===== config.mk =====
export PLATFORM = sky130hd
export DESIGN_NAME = ohs_queue
export DESIGN_NICKNAME = d
export VERILOG_FILES = /design/src/sv/ohs_pkg.sv /design/src/sv/ohs_queue.sv
export SDC_FILE = /design/constraint.sdc
export NUM_CORES = 1
export LEC_CHECK = 0
export ABC_AREA = 1
export BUFFER_PORTS_ARGS = -buffer_cell sky130_fd_sc_hd__buf_2
export CAP_MARGIN = 25
export CORE_UTILIZATION = 56
export CTS_BUF_LIST = sky130_fd_sc_hd__clkbuf_16
export DETAILED_ROUTE_END_ITERATION = 16
export PLACE_DENSITY = 0.95
export SYNTH_ARGS = -nofsm -noshare
export SYNTH_HDL_FRONTEND = slang
export SYNTH_SLANG_ARGS = --single-unit

===== constraint.sdc =====
create_clock -name aclk -period 9.1 [get_ports aclk]
set_input_delay 0 -clock aclk [delete_from_list [all_inputs] [get_ports aclk]]
set_output_delay 0 -clock aclk [all_outputs]
set_load 0.01 [all_outputs]

===== src/sv/ohs_pkg.sv =====
`timescale 1ns / 1ps
// ---------------------------------------------------------------------------
// ohs_pkg
// Shared types and constants of the open-addressed hash set.
// ---------------------------------------------------------------------------
package ohs_pkg;

    localparam int TABLE_DEPTH = 1024;
    localparam int KEY_BITS    = 32;
    localparam int HASH_BITS   = 32;
    localparam int IDX_W       = $clog2(TABLE_DEPTH);
    localparam int CNT_W       = IDX_W + 1;
    localparam int THR_W       = 7;
    localparam int PROD_W      = CNT_W + THR_W;
    localparam int HCNT_W      = $clog2(HASH_BITS);
    localparam int CFG_IDX_W   = 8;

    localparam logic [PROD_W-1:0] PCT_SCALE = PROD_W'(100);

    localparam logic [CFG_IDX_W-1:0] REG_CAPACITY  = CFG_IDX_W'(0);
    localparam logic [CFG_IDX_W-1:0] REG_THRESHOLD = CFG_IDX_W'(1);

    typedef enum logic {
        OP_LOOKUP = 1'b0,
        OP_INSERT = 1'b1
    } op_t;

    typedef enum logic [1:0] {
        ST_INSERTED  = 2'd0,
        ST_REFUSED   = 2'd1,
        ST_FOUND     = 2'd2,
        ST_NOT_FOUND = 2'd3
    } status_t;

    typedef enum logic [1:0] {
        F_IDLE,
        F_DIV,
        F_PUSH
    } front_state_t;

    typedef enum logic [2:0] {
        B_CLEAR,
        B_IDLE,
        B_READ,
        B_CHECK
    } back_state_t;

    // one classified request between front and back
    typedef struct packed {
        op_t                 op;
        logic [KEY_BITS-1:0] key;
        logic [IDX_W-1:0]    start;
        logic [CNT_W-1:0]    step;
    } item_t;

    // settings used by both halves
    typedef struct packed {
        logic [CNT_W-1:0] cap;
        logic [THR_W-1:0] thr;
    } cfg_t;

endpackage


===== src/sv/ohs_queue.sv =====
`timescale 1ns / 1ps
// ---------------------------------------------------------------------------
// ohs_queue
// Two-entry queue of classified requests.
// ---------------------------------------------------------------------------
module ohs_queue (
    input  logic           aclk,
    input  logic           aresetn,
    input  logic           push_valid,
    output logic           push_ready,
    input  ohs_pkg::item_t push_item,
    output logic           pop_valid,
    input  logic           pop_ready,
    output ohs_pkg::item_t pop_item
);
    import ohs_pkg::*;

    item_t      buf_reg [2];
    logic       wr_reg, rd_reg;
    logic [1:0] fill_reg;
    logic       do_push, do_pop;

    assign do_push    = push_valid && push_ready;
    assign do_pop     = pop_valid && pop_ready;
    assign push_ready = (fill_reg != 2'd2);
    assign pop_valid  = (fill_reg != 2'd0);
    assign pop_item   = buf_reg[rd_reg];

    always_ff @(posedge aclk) begin
        if (!aresetn) begin
            wr_reg   <= 1'b0;
            rd_reg   <= 1'b0;
            fill_reg <= 2'd0;
        end else begin
            if (do_push) wr_reg <= ~wr_reg;
            if (do_pop)  rd_reg <= ~rd_reg;
            fill_reg <= fill_reg + {1'b0, do_push} - {1'b0, do_pop};
        end
    end

    always_ff @(posedge aclk) begin
        if (do_push) buf_reg[wr_reg] <= push_item;
    end

endmodule


=== After elaboration in Yosys (flattened, before gate mapping) ===
Memories as Yosys holds them, arrays and structs flattened. A register that Yosys moved wholly into a read port is not among the register bits.
Index checks and enable logic that the tools add are counted.

* Input port bits: 58
* Output and inout port bits: 56
* Bits in registers: 4
* Memory bits (writable): 108
* Word-level logic and storage cells: 16
* Memories kept: 1

{| class="wikitable"
|+ Memories
! memory !! depth !! width !! rd ports !! clocked after Yosys merged registers in !! wr ports !! line !! source
|-
| buf_reg || 2 || 54 || 1 || 1 || 1 || ohs_queue.sv:18 || <nowiki>item_t buf_reg [2];</nowiki>
|}

* Reductions and logical operators: 3
* Equal/unequal tests: 1
* Mux-type cells: 4
* Bitwise gates (word level): 2
* $add $sub $neg: 2

{| class="wikitable"
|+ Operator list
! cell !! count
|-
| 1-bit 2-to-1 mux || 4
|-
| 2-bit by 1-bit adder with 2-bit output || 1
|-
| 1-bit logical AND || 2
|-
| 2-bit != test, second input constant || 1
|-
| 1-bit inverter || 2
|-
| 2-bit nonzero test || 1
|-
| 2-bit by 1-bit subtractor with 2-bit output || 1
|}

=== Logic depth before layout (Yosys ltp) ===
* Depth in word-level cells: 4
* Mapped depth: 11
* Mapped depth without buffers: 11

=== Worst setup path after synthesis ===
OpenSTA, ideal clock, no wires.

* Kind: register to register
* Start: register fill_reg[0]
* End: memory buf_reg[0][0] (netlist name) (enable)
* Data required time: 8.634 ns
* Arrival time: 2.888 ns
* Cell stages (with the launch flop): 5
* Setup slack: 5.746 ns
* Setup time: 0.466 ns
* Buffers on the path: 0
* Cells stage by stage: dfxtp_1 > inv_1 > nand2_1 > nand2_1 > nor2_1

* Longest elaborated chain between the ends: 4

{| class="wikitable"
|+ RTL lines
! item !! line !! source
|-
| start: declaration || ohs_queue.sv:20 || <nowiki>logic [1:0] fill_reg;</nowiki>
|-
| start signal: assignment || ohs_queue.sv:37 || <nowiki>fill_reg <= fill_reg + {1'b0, do_push} - {1'b0, do_pop};</nowiki>
|-
| 2-bit != test || ohs_queue.sv:25 || <nowiki>assign push_ready = (fill_reg != 2'd2);</nowiki>
|-
| named net push_ready || ohs_queue.sv:10 || <nowiki>output logic push_ready,</nowiki>
|-
| 1-bit logical AND || ohs_queue.sv:23 || <nowiki>assign do_push = push_valid && push_ready;</nowiki>
|-
| 1-bit 2-to-1 mux || ohs_queue.sv:42 || <nowiki>if (do_push) buf_reg[wr_reg] <= push_item;</nowiki>
|-
| 1-bit 2-to-1 mux (not written as such) || ohs_queue.sv:42 ||
|-
| end: declaration || ohs_queue.sv:18 ||
|}

The timed path passes the listed nets, and every way through them passes these cells.

==> summary.md <==
| Metric | Value |
|---|---|
| Total chip power | `1.70 mW` |
| R2R cell count | `10` |
| Syn nets | `264` |
| Max-cap check violation count | `0` |
| Flop2flop setup slack | `7210 ps` |
| Crit Path Max Fanout | `54` |
| Post-route core utilization | `82.8%` |
| Vias in the first global route | `2737` |
| GR Util met1 | `22.8%` |
| Hold slack final | `326 ps` |
| Placed cell count | `412` |
| Synthesized area per cell | `21.5 µm²` |
| Antenna diodes | `0` |
| Worst-Margin Slew | `984 ps` |
| Resized cells post-CTS | `0` |
| Worst Path Buf+Inv | `1` |
| Post-CTS Setup Inserts | `0` |
| CP Cell Sequence | `mux2_2 > buf_2` |
| Total clock sinks | `113` |
| Initial DRC count | `130` |
| Fin cells | `501` |
| Top Family by Delay on Critical Path | `flip-flops` |
| Clock skew | `10.4 ps` |
| Grt met3 use | `6.48%` |
| Relative slew margins | `34.4%` |
| Kind of critical path | `reg2out` |
| Vias per Instance | `5.03` |
| Post-Synth Adder-Cell Area | `0.570%` |
| WP data arrival | `1980 ps` |
| Yosys cell types | `12` |
| Reg-to-reg startpoint | `fill_reg[0]` |
| Largest net degree at the start of global routing | `55` |
| Die area | `8200 µm²` |
| # nets final | `449` |
| CTS root buffer | `clkbuf_16` |
| Post-synthesis sequential area ratio | `76.1%` |
| Worst-path clk slew | `50 ps` |
| Initial antenna violation count | `0` |
| Largest family of logic cells by synthesized area | `multiplexers` |
| Final TNS setup | `0 ps` |
| Most frequent cells in the layout | `113 x buf_2, 108 x edfxtp_1, 57 x dlygate4sd3_1` |
| Initial Util | `59.3%` |
| Post-Syn Instances | `204` |
| CTS Buffer Depth | `2` |
| Critical Path RT | `9100 ps` |
| Reg2reg end | `fill_reg[1]` |
| DRC | `0` |
| Crit-path slowest cell | `dfxtp_4` |
| I/O pin cnt | `114` |
| CP max stage delay | `1000 ps` |
| Fmax | `0.506 GHz` |
| CTS Hold Bufs | `57` |
| Setup Viol. Count Final | `0` |
| Met2 usage | `40.6%` |
| Drt total wl | `8620 µm` |
| Top cells by area, synth | `edfxtp_1 74%, mux2_4 17%, buf_12 2.3%` |
| Peak supply drop | `180 µV` |
| Vias | `2520` |
| Hpwl dp | `4730 µm` |
| Total GRT Usage | `22.0%` |
| Number of cells on the critical path | `2` |
| Final hold vios | `0` |
| Cell Area, Synth | `4390 µm²` |
| Multiplexer share of the synthesized area | `18.1%` |
| CTS H-Tree Depth | `4` |
| Fin. max-slew vios | `0` |
| Status | `finished clean` |
| Final GP Congestion | `0.624` |
| Dpl ws | `7300 ps` |
| Post-route ant nets | `0` |
| Gr ovfl total | `0` |
| IO buf count | `113` |
| Share of cells above drive strength 1 | `49.5%` |
| Final period util | `21.7%` |
| Hold Path Class | `in2reg` |
| Routed wire length per instance | `17.2 µm` |
| Hold path depth | `2` |
| Die Ht | `90.5 µm` |
| Hold path endpoint | `buf_reg[1][10]` |
| Post-Synth Simple-Gate Area | `1.80%` |
| Max reg flops | `108` |
| RSZ-0062 raised after global routing | `no` |
| Placement row count | `31` |
| Commonest non-fill, non-tap cell in the layout | `buf_2` |
| Post-synthesis xor/xnor area fraction | `0%` |
| CP endpoint kind | `output port` |
| Post-synth top area cell | `edfxtp_1` |
| Clock latency on the worst-skew pair | `390 ps` |
| Yosys warnings | `0` |
| Critical Path Start Type | `flip-flop` |
| Final worst slack | `7120 ps` |
| Design area | `6130 µm²` |
| PwrDens | `278 nW/µm²` |
| Placement Cell Area | `5010 µm²` |
| Yosys top cell area share | `73.9%` |
| Synth Register Bits | `113` |
| Syn-to-layout area delta | `39.6%` |
| Worst Hold Launch | `push_item[10]` |
| Final Critical Period | `1980 ps` |
| TritonRoute pass-1 iters | `7` |
| Post-synthesis compound-gate area fraction | `0.228%` |
| Core Area | `7410 µm²` |
| Total CTS buffers | `17` |
| First-pass GRT wire length | `13200 µm` |
| CTS tree | `done` |
| Leakage | `2.50 nW` |
| DIE WIDTH | `90.5 µm` |
| Top Usage Layer GRT | `met2` |
-- power breakdown --
part           leakage [nW]  total (mW)  internal [mW]  switching [mW]
sequential             1.05       0.722          0.661          0.0608
clock                 0.277       0.605          0.394           0.211
combinational          1.17       0.374          0.205           0.169
-- logic make-up (layout without fill, tap and decap cells) --
logic type,count (synthesis),after routing
flip-flops,113,113
multiplexers,54,54
AND/OR/NAND/NOR,20,20
buffers and inverters,13,211
adder cells (fa/ha/maj),2,2
AO/OA/AOI/OAI,2,2
-- worst max-delay path by stage --
stage / from / endpoint
global placement: fill_reg[0] / buf_reg[1][24]
finish: flip-flop / pop_item[2]
CTS: flip-flop / pop_item[53]
detailed placement: fill_reg[0] / buf_reg[1][49]
global route: flip-flop / pop_item[53]
floorplan: fill_reg[0] / buf_reg[0][0]
-- area by class of cell --
type,instances,area (µm²)
Clock buffer,17,425
Clock inverter,15,128
Fill cell,367,1280
Inverter,7,26.3
Multi-Input combinational cell,78,917
Sequential cell,113,3350
Tap cell,99,124
Timing Repair Buffer,172,1160
-- metal layers --
layer | share of wire, % | routed length [µm]
met2 | 55 | 4760
met1 | 38 | 3300
met5 | 0 | 0
met3 | 4.6 | 399
met4 | 1.9 | 163
-- cells in the mapped netlist, drive strengths merged --
library cell and n:
buf 6, a21oi 2, ha 2, inv 7
nor2 8, dfxtp 5, edfxtp 108, nand3 3
mux2 54, nand2 9
Note: power is estimated with default switching activity, not from simulation.
