==> src/sv/ohs_pkg.sv <==
`timescale 1ns / 1ps
// ---------------------------------------------------------------------------
// ohs_pkg
// Shared types and constants of the open-addressed hash set.
// ---------------------------------------------------------------------------
package ohs_pkg;

    localparam int TABLE_DEPTH = 1024;
    localparam int KEY_BITS    = 32;
    localparam int HASH_BITS   = 32;
    localparam int IDX_W       = $clog2(TABLE_DEPTH);
    localparam int CNT_W       = IDX_W + 1;
    localparam int THR_W       = 7;
    localparam int PROD_W      = CNT_W + THR_W;
    localparam int HCNT_W      = $clog2(HASH_BITS);
    localparam int CFG_IDX_W   = 8;

    localparam logic [PROD_W-1:0] PCT_SCALE = PROD_W'(100);

    localparam logic [CFG_IDX_W-1:0] REG_CAPACITY  = CFG_IDX_W'(0);
    localparam logic [CFG_IDX_W-1:0] REG_THRESHOLD = CFG_IDX_W'(1);

    typedef enum logic {
        OP_LOOKUP = 1'b0,
        OP_INSERT = 1'b1
    } op_t;

    typedef enum logic [1:0] {
        ST_INSERTED  = 2'd0,
        ST_REFUSED   = 2'd1,
        ST_FOUND     = 2'd2,
        ST_NOT_FOUND = 2'd3
    } status_t;

    typedef enum logic [1:0] {
        F_IDLE,
        F_DIV,
        F_PUSH
    } front_state_t;

    typedef enum logic [2:0] {
        B_CLEAR,
        B_IDLE,
        B_READ,
        B_CHECK
    } back_state_t;

    // one classified request between front and back
    typedef struct packed {
        op_t                 op;
        logic [KEY_BITS-1:0] key;
        logic [IDX_W-1:0]    start;
        logic [CNT_W-1:0]    step;
    } item_t;

    // settings used by both halves
    typedef struct packed {
        logic [CNT_W-1:0] cap;
        logic [THR_W-1:0] thr;
    } cfg_t;

endpackage

==> src/sv/ohs_front.sv <==
`timescale 1ns / 1ps
// ---------------------------------------------------------------------------
// ohs_front
// Accepts requests and works out the first bucket and the probe step.
// ---------------------------------------------------------------------------
module ohs_front (
    input  logic                         aclk,
    input  logic                         aresetn,
    input  ohs_pkg::cfg_t                cfg,
    input  logic                         hold,
    input  logic                         in_valid,
    output logic                         in_ready,
    input  ohs_pkg::op_t                 in_op,
    input  logic [ohs_pkg::KEY_BITS-1:0] in_key,
    input  logic [ohs_pkg::HASH_BITS-1:0] in_hash,
    output logic                         push_valid,
    input  logic                         push_ready,
    output ohs_pkg::item_t               push_item
);
    import ohs_pkg::*;

    front_state_t           state_reg, state_next;
    op_t                    op_reg;
    logic [KEY_BITS-1:0]    key_reg;
    logic [HASH_BITS-1:0]   hash_reg, hash_next;
    logic [HCNT_W-1:0]      bit_reg, bit_next;
    logic [CNT_W-1:0]       rem1_reg, rem1_next, rem2_reg, rem2_next;
    logic [CNT_W:0]         t1, t2;
    logic [CNT_W-1:0]       div2;

    assign div2 = cfg.cap - CNT_W'(1);

    always_comb begin
        state_next = state_reg;
        unique case (state_reg)
            F_IDLE: if (in_valid && in_ready) state_next = F_DIV;
            F_DIV:  if (bit_reg == '0) state_next = F_PUSH;
            F_PUSH: if (push_ready) state_next = F_IDLE;
            default: state_next = F_IDLE;
        endcase
    end

    // one remainder bit per cycle for both divisors
    always_comb begin
        t1 = {rem1_reg, hash_reg[HASH_BITS-1]};
        t2 = {rem2_reg, hash_reg[HASH_BITS-1]};
        if (t1 >= {1'b0, cfg.cap}) t1 = t1 - {1'b0, cfg.cap};
        if (t2 >= {1'b0, div2}) t2 = t2 - {1'b0, div2};
        rem1_next = rem1_reg;
        rem2_next = rem2_reg;
        hash_next = hash_reg;
        bit_next  = bit_reg;
        if (state_reg == F_IDLE) begin
            rem1_next = '0;
            rem2_next = '0;
            hash_next = in_hash;
            bit_next  = HCNT_W'(HASH_BITS - 1);
        end else if (state_reg == F_DIV) begin
            rem1_next = t1[CNT_W-1:0];
            rem2_next = t2[CNT_W-1:0];
            hash_next = hash_reg << 1;
            bit_next  = bit_reg - HCNT_W'(1);
        end
    end

    always_ff @(posedge aclk) begin
        if (!aresetn) begin
            state_reg <= F_IDLE;
        end else begin
            state_reg <= state_next;
        end
    end

    always_ff @(posedge aclk) begin
        rem1_reg <= rem1_next;
        rem2_reg <= rem2_next;
        hash_reg <= hash_next;
        bit_reg  <= bit_next;
        if (in_valid && in_ready) begin
            op_reg  <= in_op;
            key_reg <= in_key;
        end
    end

    assign in_ready        = (state_reg == F_IDLE) && !hold;
    assign push_valid      = (state_reg == F_PUSH);
    assign push_item.op    = op_reg;
    assign push_item.key   = key_reg;
    assign push_item.start = rem1_reg[IDX_W-1:0];
    assign push_item.step  = rem2_reg + CNT_W'(1);

endmodule

==> config.mk <==
export PLATFORM = sky130hd
export DESIGN_NAME = ohs_front
export DESIGN_NICKNAME = d
export VERILOG_FILES = /design/src/sv/ohs_pkg.sv /design/src/sv/ohs_front.sv
export SDC_FILE = /design/constraint.sdc
export NUM_CORES = 1
export LEC_CHECK = 0
export BUFFER_PORTS_ARGS = -buffer_cell sky130_fd_sc_hd__buf_2
export CAP_MARGIN = 20
export CORE_MARGIN = 2
export CORE_UTILIZATION = 41
export CTS_CLUSTER_SIZE = 20
export DETAILED_ROUTE_END_ITERATION = 16
export GPL_TIMING_DRIVEN = 0
export MAX_ROUTING_LAYER = met4
export PLACE_DENSITY = 0.72
export SYNTH_ARGS = -nofsm -noshare
export SYNTH_HDL_FRONTEND = slang
export SYNTH_SLANG_ARGS = --single-unit
==> constraint.sdc <==
create_clock -name aclk -period 5.4 [get_ports aclk]
set_input_delay 0.54 -clock aclk [delete_from_list [all_inputs] [get_ports aclk]]
set_output_delay 0.54 -clock aclk [all_outputs]
set_load 0.01 [all_outputs]
**Word-level counts from Yosys, hierarchy flattened**

Cells that the tools add are included.

- Flip-flop bits (word level): 94
- Input bits: 88
- Logic and storage cells: 34

- Add/sub/neg operators: 5
- $lt $le $gt $ge: 2
- Equal/unequal tests: 5
- Muxes and demuxes: 8
- Reduce and logical (&&, ||, !) cells: 7

Operators with widths:

| cell | count |
|---|---|
| 32-bit two-way mux | 2 |
| 12-bit by 11-bit greater-or-equal comparator with 1-bit output | 2 |
| 11-bit two-way mux | 2 |
| 11-bit subtractor | 2 |
| 11-bit by 1-bit adder with 11-bit output, second input constant | 1 |
| 11-bit by 1-bit subtractor with 11-bit output, second input constant | 1 |
| 2-bit two-way mux | 3 |
| 2-bit one-hot mux with 3 select lines | 1 |
| 5-bit logical NOT | 1 |
| 5-bit by 1-bit subtractor with 5-bit output, second input constant | 1 |
| 2-bit inequality test, second input constant | 2 |
| 3-bit AND reduction | 1 |
| 2-bit by 1-bit equality test with 1-bit output, second input constant | 1 |
| 2-bit equality test, second input constant | 1 |
| 1-bit logical AND | 2 |
| 2-bit logical NOT | 1 |
| 2-bit by 1-bit inequality test with 1-bit output, second input constant | 1 |
| 2-bit nonzero test | 1 |
| 1-bit logical NOT | 1 |

**Logic depth before layout (Yosys ltp)**

Gate-level depths: netlist (run 1).

- Depth after elaboration: 5
- Depth in mapped cells: 13
- Mapped depth without buffers: 12

**Least setup slack after synthesis (run 1)**

No wires, ideal clock.

- Kind: input -> register
- Start: input port cfg[7] in the netlist's numbering
- End: register rem2_reg[6]
- Library setup time: 0.096 ns
- Arrival: 2.716 ns
- Required time: 5.304 ns
- Path slack: 2.589 ns
- Cell stages on the path: 11
- Path buffers: 1
- Cells stage by stage: nor3_1 > nand3_1 > xnor2_1 > ha_1 > a211oi_2 > o21bai_1 > or4_4 > o21ai_4 > buf_6 > nand3_1 > o311ai_1

- Longest elaborated chain between the ends: 3

Ends and longest elaborated chain:

| what | RTL line | RTL |
|---|---|---|
| start, declared | ohs_front.sv:9 | `input ohs_pkg::cfg_t cfg,` |
| 11-bit by 1-bit subtractor with 11-bit output * | ohs_front.sv:31 | `assign div2 = cfg.cap - CNT_W'(1);` |
| 11-bit subtractor or 12-bit by 11-bit greater-or-equal comparator with 1-bit output (tied branches) | ohs_front.sv:48 | `if (t2 >= {1'b0, div2}) t2 = t2 - {1'b0, div2};` |
| 11-bit two-way mux * | ohs_front.sv:48 |  |
| end signal, assigned | ohs_front.sv:76 | `rem2_reg <= rem2_next;` |
| end, declared | ohs_front.sv:27 | `logic [CNT_W-1:0] rem1_reg, rem1_next, rem2_reg, rem2_next;` |

Every way passes the cells marked *; elsewhere a longest branch is shown, timed or not.
A chain may end at the register's enable or synchronous reset.

**Final worst setup path (run 1)**

- Start: input port cfg[7] in the netlist's numbering
- End: register rem2_reg[0]

The elaborated chain is that of the path after synthesis.

==> results of run 1 <==
layout make-up:
cell class | instances | area [um^2]
buffer | 28 | 169
clock buffer | 9 | 225
clock inverter | 6 | 62.6
fill | 1073 | 5770
inverter | 23 | 86.3
multi-input combinational | 302 | 2220
sequential | 94 | 2530
tap | 147 | 184
timing repair buffer | 137 | 708
cells by family (layout without fill, tap and decap cells):
group,after synthesis,after routing,share of synthesized area [%]
simple gates,119,119,11.1
flops,94,94,50.5
compound gates,90,90,13.1
buf+inv,51,203,5.09
mux,34,34,7.59
xor+xnor,32,32,5.59
fa+ha+maj,27,27,7.04
placed cells by master (no fill, tap or decap), drive strengths merged, types with 12 or more instances in the layout:
cell type | netlist | routed
a21oi | 15 | 15
buf | 19 | 156
clkbuf | 9 | 18
dfxtp | 29 | 29
edfxtp | 65 | 65
ha | 25 | 25
inv | 23 | 24
mux2 | 32 | 32
nand2 | 38 | 38
nand3 | 18 | 18
nor2 | 27 | 27
nor3 | 12 | 12
o211ai | 12 | 12
o21ai | 15 | 15
xnor2 | 25 | 25
path summary, 6_finish.rpt:
kind	startpoint	endpoint	slack, ns
worst max register to register	hash_reg[31]	rem1_reg[4]	2.76
worst min-delay path	in_key[23]	key_reg[23]	0.38
worst min register to register	bit_reg[0]	bit_reg[0]	0.49
worst max-delay path	cfg[7]	rem2_reg[0]	2.41
critical path: cells and delay by family:
family / cells / cell delay (ns)
xor+xnor: 1 / 0.17
simple gates: 4 / 1.07
fa+ha+maj: 1 / 0.35
compound gates: 4 / 0.76
buf+inv: 2 / 0.31
stage by stage:
| step | hold WS (ns) | area, um^2 | worst slack, ns | cells |
|---|---|---|---|---|
| after CTS | 0.365 | 6190 | 2.44 | 746 |
| after global routing | 0.372 | 6190 | 2.21 | 746 |
| after floorplan | 0.444 | 5010 | 2.59 | 447 |
| after global placement | 0.463 | 5880 | 2.19 | 730 |
| after detailed placement | 0.482 | 5900 | 2.13 | 731 |
| final | 0.376 | 6190 | 2.41 | 746 |
report_power, final:
part	switching [mW]	total [mW]	internal (mW)
combinational	0.0968	0.186	0.0889
sequential	0.0114	0.822	0.811
clock	0.254	0.609	0.355
per-layer routing:
metal,vias up,global-route usage [%],wire (um)
met3,17,3.12,900
met1,1888,22.4,5090
met2,146,31.5,5700
li1,1938,-,-
met5,-,-,0
met4,0,7.48,217
==> run_results.csv, run 1 <==
group,metric,value,unit
outcome,outcome,"finished clean",
setup_path,end_kind,"register",
sta,max_slew.worst_pin.slew,0.811,ns
route,drcViolationCount,0,
sta,max_freq,334,MHz
clock_tree,hold_buffers,0,
placed_design,gp_congestion,0.820,
worst_hold_path,min_path_cells,1,
clock_tree,cts_tree,"yes",
synth,synth_area_leaders,"edfxtp_1 39%, dfxtp_1 12%, mux2_2 7.2%",
route,num_vias,3989,
synth,ys.warnings.count,0,
pwr,power_per_cell_area,261,nW/um^2
synth,synthArstFlopShare,0,%
clock_tree,cts.path.max_buffers,2,
flow_run,max_cap_violations,0,
global_routing,antenna_found_initial,0,
finish,syn2layout_area_growth,23.5,%
setup_path,reg2regPathDepth,10,
clock_tree,cts_buffers,9,
floorplan,initial_core_util,41.9,%
placed_design,hpwl,9.29,mm
synth,synth_flop_cell,"edfxtp_1",
sta,clock_skew,0.00538,ns
global_routing,grt_usage,18.7,%
pwr,total_leakage_power,2.65,nW
floorplan,core-area,12000,um^2
floorplan,fp.dieW,115,um
synth,post-synth-top-count-cell,"edfxtp_1",
synth,syn_avg_cell_area,11.2,um^2
sta,maxSlewViolCount,0,
synth,synthTopCellsByCount,"65 x edfxtp_1, 38 x nand2_1, 32 x mux2_2",
floorplan,die_area,13100,um^2
global_routing,grt_overflow_total,0,
worst_hold_path,hp-class,"in2reg",
clock_tree,postCtsSetupBuffers,0,
synth,syn_nets,562,
synth,synth.ff_latch_count,94,
sta,period_needed,2.99,ns
synth,synth-edff-count,65,
setup_path,worstSetupPathType,"in2reg",
setup_path,slowest_stage,"or4_4",
global_routing,grt_max_degree,42,
synth,syn_area,5010,um^2
sta,maxSlewHeadroom,45.9,%
sta,setup_viol,0,
setup_path,max_stage_delay,0.44,ns
route,viasPerCell,5.35,
floorplan,row_count,40,
setup_path,crit_top_cell,"nand3_1",
clock_tree,cts_root_buf,"clkbuf_16",
route,totalWireLength,11.9,mm
pwr,vdd_drop_max,0.187,mV
synth,synth_top_area_share,38.9,%
clock_tree,clock_latency,0.33,ns
floorplan,fp.dieH,115,um
synth,synth_cell_types,54,
setup_path,start_kind,"input port",
pwr,fin_total_pwr,1.62,mW
setup_path,cp.required,5.61,ns
route,antenna_left,0,
clock_tree,h-tree-depth,3,
sta,finalHoldViolations,0,
sta,rsz0062_at_grt,"no",
finish,fin_util,51.8,%
synth,yosys.area.top_type,"edfxtp_1",
global_routing,grt_pass1_wl,18.7,mm
placed_design,io_buffer_count,136,
clock_tree,clkTransAtPathRegs,0.06,ns
setup_path,arrival,3.20,ns
floorplan,pin_count,144,
global_routing,grt_pass1_vias,3921,
setup_path,critical_path.cell_chain,"buf_2 > nor3_1 > nand3_1 > xnor2_1 > ha_1 > a211oi_2 > o21bai_1 > or4_4 > o21ai_4 > buf_6 > nand3_1 > o311ai_0",
sta,fin_crit_sh,55.4,%
setup_path,cp_max_fo,10,
synth,syn_inst,447,
route,first_pass_iters,7,
clock_tree,ctsResizeCount,0,
synth,ys_seq_area_share,50.5,%
clock_tree,cts_num_sinks,94,
route,wl_per_cell,16.0,um
finish,n_antenna_cell,0,
route,drt_iter0_markers,238,
sta,final.setup.tns,0,ns
finish,finalNetCount,710,
finish,drive_above_1_share,34.9,%
Power figures use the tool's default switching activity.
==> run 2: changes to the inputs <==
- ABC_AREA: default -> 1
- PLACE_DENSITY: 0.72 -> 0.71
- clock period: 5.4 -> 2.8 ns (I/O delays scaled with it)
==> run_results.csv, run 2 <==
group,metric,value,unit
global_routing,met2_usage,29.3,%
sta,setup_viol,0,
synth,synth_adder_area_share,6.33,%
sta,max_freq,431,MHz
global_routing,grt_overflow_total,0,
finish,final_common_cell,"nand2_1",
floorplan,die_area,14500,um^2
synth,synth-edff-count,65,
synth,synth.ff_latch_count,94,
sta,max_slew.worst_pin.slew,0.589,ns
pwr,fin_total_pwr,3.16,mW
sta,fin_crit_sh,82.8,%
worst_hold_path,min_from,"in_key[8]",
setup_path,arrival,2.55,ns
synth,synth_cell_types,29,
synth,ys_seq_area_share,45.4,%
clock_tree,cts_num_sinks,94,
sta,holdWs,0.119,ns
worst_hold_path,hp-class,"in2reg",
global_routing,grt.met1_usage,24.3,%
route,drt_iter0_markers,227,
route,drcViolationCount,0,
finish,finalNetCount,961,
clock_tree,hold_buffers,0,
global_routing,antenna_found_initial,0,
clock_tree,cts_buffers,9,
finish,mostFrequentLayoutCells,"242 x nand2_1, 140 x buf_2, 105 x inv_1",
sta,final.setup.tns,0,ns
finish,finalNonFillerCells,1027,
flow_run,max_cap_violations,0,
sta,clock_skew,0.00675,ns
finish,n_antenna_cell,0,
worst_hold_path,hold_end,"key_reg[8]",
setup_path,end_kind,"register",
synth,synthArstFlopShare,0,%
pwr,power_per_cell_area,464,nW/um^2
synth,synth.area.mux_share,0,%
finish,syn2layout_area_growth,22.2,%
setup_path,r2r_slack,0.62,ns
route,totalWireLength,12.7,mm
placed_design,place_area,6520,um^2
global_routing,busiest_layer,"met2",
global_routing,grt_pass1_vias,4421,
synth,synth-xor-area-share,3.61,%
finish,fin_util,51.4,%
synth,synthSimpleGateAreaFrac,30.8,%
synth,syn_avg_cell_area,8.00,um^2
synth,post-synth-top-count-cell,"nand2_1",
synth,yosys.area.top_type,"edfxtp_1",
route,viasPerCell,4.65,
sta,rsz0062_at_grt,"no",
clock_tree,cts.path.max_buffers,2,
route,num_vias,4771,
finish,drive_above_1_share,24.8,%
floorplan,fp.dieH,121,um
clock_tree,postCtsSetupBuffers,0,
setup_path,worstSetupPathType,"in2reg",
floorplan,fp.dieW,121,um
sta,maxSlewHeadroom,60.7,%
placed_design,dpl.cell_count,1011,
floorplan,row_count,42,
global_routing,grt_max_degree,32,
placed_design,place_ws,0.144,ns
synth,synth_compound_area_share,2.74,%
floorplan,pin_count,144,
route,wl_per_cell,12.4,um
synth,synth_top_area_share,35.0,%
clock_tree,h-tree-depth,3,
global_routing,met3_usage,3.16,%
clock_tree,cts_root_buf,"clkbuf_16",
setup_path,crit_path_start,"cfg[8]",
floorplan,initial_core_util,42.1,%
sta,finalHoldViolations,0,
setup_path,cp_max_fo,10,
setup_path,cp.required,3.03,ns
synth,synthTopCellsByCount,"242 x nand2_1, 105 x inv_1, 65 x edfxtp_1",
sta,period_needed,2.32,ns
placed_design,hpwl,10.0,mm
placed_design,io_buffer_count,136,
synth,synth_top_family_by_area,"simple AND/OR/NAND/NOR gates",
pwr,total_leakage_power,3.50,nW
setup_path,start_kind,"input port",
floorplan,core-area,13200,um^2
synth,syn_nets,812,
synth,syn_inst,697,
global_routing,grt_usage,18.5,%
route,antenna_left,0,
clock_tree,clkTransAtPathRegs,0.07,ns
clock_tree,cts_tree,"yes",
synth,ys.warnings.count,0,
worst_hold_path,min_path_cells,1,
synth,syn_area,5570,um^2
setup_path,crit-reg2reg-launch,"hash_reg[31]",
synth,synth_area_leaders,"edfxtp_1 35%, nand2_1 16%, dfxtp_1 10%",
setup_path,reg2regPathDepth,13,
sta,setup_ws,0.480,ns
pwr,vdd_drop_max,0.282,mV
global_routing,grt_pass1_wl,20.9,mm
clock_tree,ctsResizeCount,0,
outcome,outcome,"finished clean",
sta,maxSlewViolCount,0,
setup_path,worstReg2RegEnd,"rem2_reg[9]",
route,first_pass_iters,4,
finish,final_area,6810,um^2
placed_design,gp_congestion,0.899,
clock_tree,clock_latency,0.33,ns
synth,synth_flop_cell,"edfxtp_1",
[run 2: final cells by class]
cell class / instances / area [um^2]
timing repair buffer: 138 / 728
inverter: 112 / 420
fill: 1340 / 6430
multi-input combinational: 461 / 2420
clock buffer: 11 / 243
sequential: 94 / 2530
buffer: 30 / 201
tap: 176 / 220
clock inverter: 5 / 43.8
[run 2: cell families after synthesis]
group,count (synthesis)
AO/OA/AOI/OAI,29
XOR/XNOR,23
adder cells (fa/ha/maj),27
buffers and inverters,142
flip-flops,94
AND/OR/NAND/NOR,382
[run 2: where the power goes]
group          internal, mW  switching, mW  total (mW)
clock network         0.638          0.531        1.17
logic                 0.157          0.235       0.392
registers              1.57         0.0242        1.60
[run 2: worst max path at each step]
stage,end,depth (start not counted)
after global routing,rem2_reg[9],18
after detailed placement,rem2_reg[9],16
after global placement,rem1_reg[0],4
after CTS,rem2_reg[9],16
after floorplan,rem2_reg[2],16
final,rem2_reg[9],17
[run 2: worst max-delay path, cell delays in order]
cell and delay [ns]:
buf_2 0.13, nor2_1 0.14, nand4_1 0.14, nor3_1 0.30
xor2_1 0.25, ha_1 0.32, nand2_1 0.13, inv_2 0.05
nand2_1 0.06, nand2_1 0.08, nand2_2 0.09, buf_2 0.23
nand4_1 0.13, nand2_1 0.08, clkinv_1 0.05, nand2_1 0.05
nand2_1 0.04
[run 2: per-layer routing]
layer,wire (um),vias up
met5,0,-
met4,148,0
met3,669,10
met2,6010,115
met1,5900,2127
li1,-,2519
==> run 3: changes to the inputs <==
- clock period: 2.8 -> 2.2 ns (I/O delays scaled with it)
==> run_results.csv, run 3 (same netlist as run 2, synthesis figures left out) <==
group,metric,value,unit
finish,final_common_cell,"nand2_1",
pwr,vdd_drop_max,0.363,mV
sta,period_needed,2.17,ns
global_routing,grt_pass1_wl,20.9,mm
clock_tree,h-tree-depth,3,
setup_path,slowest_stage,"ha_1",
floorplan,row_count,42,
clock_tree,cts_num_sinks,94,
sta,setup_viol,0,
finish,mostFrequentLayoutCells,"237 x nand2_1, 137 x buf_2, 100 x inv_1",
clock_tree,clock_latency,0.33,ns
finish,n_antenna_cell,0,
pwr,fin_total_pwr,4.05,mW
floorplan,die_area,14500,um^2
route,drcViolationCount,0,
route,viasPerCell,4.70,
floorplan,pin_count,144,
pwr,total_leakage_power,3.58,nW
finish,drive_above_1_share,28.7,%
setup_path,start_kind,"input port",
sta,clock_skew,0.00806,ns
global_routing,grt_max_degree,32,
setup_path,cp_max_fo,5,
clock_tree,cts.path.max_buffers,2,
pwr,power_per_cell_area,574,nW/um^2
global_routing,grt_usage,18.5,%
route,antenna_left,0,
floorplan,core-area,13200,um^2
setup_path,worstSetupPathType,"in2reg",
global_routing,grt_overflow_total,0,
setup_path,arrival,2.43,ns
route,num_vias,4890,
global_routing,grt_pass1_vias,4426,
setup_path,r2r_slack,0.14,ns
clock_tree,clkTransAtPathRegs,0.07,ns
setup_path,cp.required,2.46,ns
sta,rsz0062_at_grt,"yes",
finish,finalNonFillerCells,1040,
sta,maxSlewHeadroom,57.2,%
setup_path,reg2regPathDepth,12,
setup_path,crit_path_start,"cfg[9]",
sta,finalHoldViolations,0,
placed_design,gp_congestion,0.899,
finish,syn2layout_area_growth,26.6,%
outcome,outcome,"finished clean",
route,first_pass_iters,5,
clock_tree,hold_buffers,0,
finish,n_fill_cell,1311,
global_routing,antenna_found_initial,0,
placed_design,io_buffer_count,136,
sta,max_freq,461,MHz
finish,finalNetCount,974,
route,totalWireLength,13.5,mm
worst_hold_path,hp-class,"in2reg",
setup_path,critical_path.cell_chain,"buf_8 > nor2_4 > nand4_1 > nor3_2 > nand3_1 > xor2_1 > ha_1 > nand2_1 > nand2_2 > a21oi_4 > nand3_4 > buf_8 > nand2_2 > nand3_1 > o21ai_1",
sta,fin_crit_sh,98.6,%
setup_path,max_stage_delay,0.35,ns
clock_tree,cts_tree,"yes",
flow_run,max_cap_violations,0,
setup_path,worstReg2RegEnd,"rem2_reg[1]",
route,drt_iter0_markers,286,
setup_path,cp-endpoint,"rem2_reg[1]",
placed_design,dpl.cell_count,1011,
setup_path,end_kind,"register",
sta,max_slew.worst_pin.slew,0.643,ns
route,wl_per_cell,12.9,um
floorplan,fp.dieH,121,um
floorplan,initial_core_util,42.1,%
clock_tree,cts_root_buf,"clkbuf_16",
sta,maxSlewViolCount,0,
placed_design,hpwl,10.0,mm
clock_tree,cts_buffers,9,
floorplan,fp.dieW,121,um
setup_path,crit-reg2reg-launch,"hash_reg[31]",
## run 3: through the flow
step	utilization, %	setup slack, ns	instance area [um^2]	setup TNS, ns	hold WS, ns
2_1_floorplan	-	0.00596	5570	0	0.319
3_3_place_gp	48.9	-0.695	6470	-32.00	0.396
3_5_place_dp	49.3	-0.396	6520	-3.86	0.398
4_1_cts	51.5	0.0213	6820	0	0.0383
5_1_grt	53.3	-0.127	7060	-1.21	0.0381
6_report	53.3	0.0299	7060	0	0.0584
## run 3: critical path: cells and delay by family
family | cells | cell delay, ns
AO/OA/AOI/OAI | 2 | 0.34
XOR/XNOR | 1 | 0.19
adder cells (fa/ha/maj) | 1 | 0.35
buffers and inverters | 2 | 0.27
AND/OR/NAND/NOR | 9 | 1.08
## run 3: what timing repair did
action | 4_1_cts | 5_1_grt
gates resized for setup | 2 | 40
buffers inserted | 0 | 11
pin swaps | 0 | 24
cloned | 0 | 2
endpoints found under the setup margin | 1 | 15
## run 3: layout make-up
| class | instances | area, um^2 | area share, % |
|---|---|---|---|
| buffer | 30 | 211 | 3.00 |
| clock buffer | 11 | 243 | 3.44 |
| clock inverter | 5 | 43.8 | 0.621 |
| inverter | 112 | 423 | 5.99 |
| multi-input combinational | 461 | 2520 | 35.7 |
| sequential | 94 | 2530 | 35.9 |
| tap | 176 | 220 | 3.12 |
| timing repair buffer | 151 | 863 | 12.2 |
## run 3: layer usage
layer  wire [um]  share of wire [%]  track usage [%]  up-vias
li1            -                  -                -     2551
met1        6050                 45             24.3     2191
met2        6450                 48             29.3      136
met3         791                5.9             3.16       12
met4         159                1.2             5.60        0
met5           0                  0                -        -
## run 3: worst min-delay path by stage
stage                    start           to  cells past startpoint
floorplan            in_key[0]   key_reg[0]                      0
global placement     in_key[1]   key_reg[1]                      1
detailed placement  in_key[11]  key_reg[11]                      1
CTS                 in_key[11]  key_reg[11]                      1
global route         in_key[4]   key_reg[4]                      1
finish               in_key[8]   key_reg[8]                      1
## run 3: power breakdown
group	switching (mW)	internal, mW	leakage, nW	total (mW)
clock network	0.674	0.812	0.134	1.49
logic	0.314	0.215	2.56	0.529
registers	0.0313	2.00	0.887	2.03
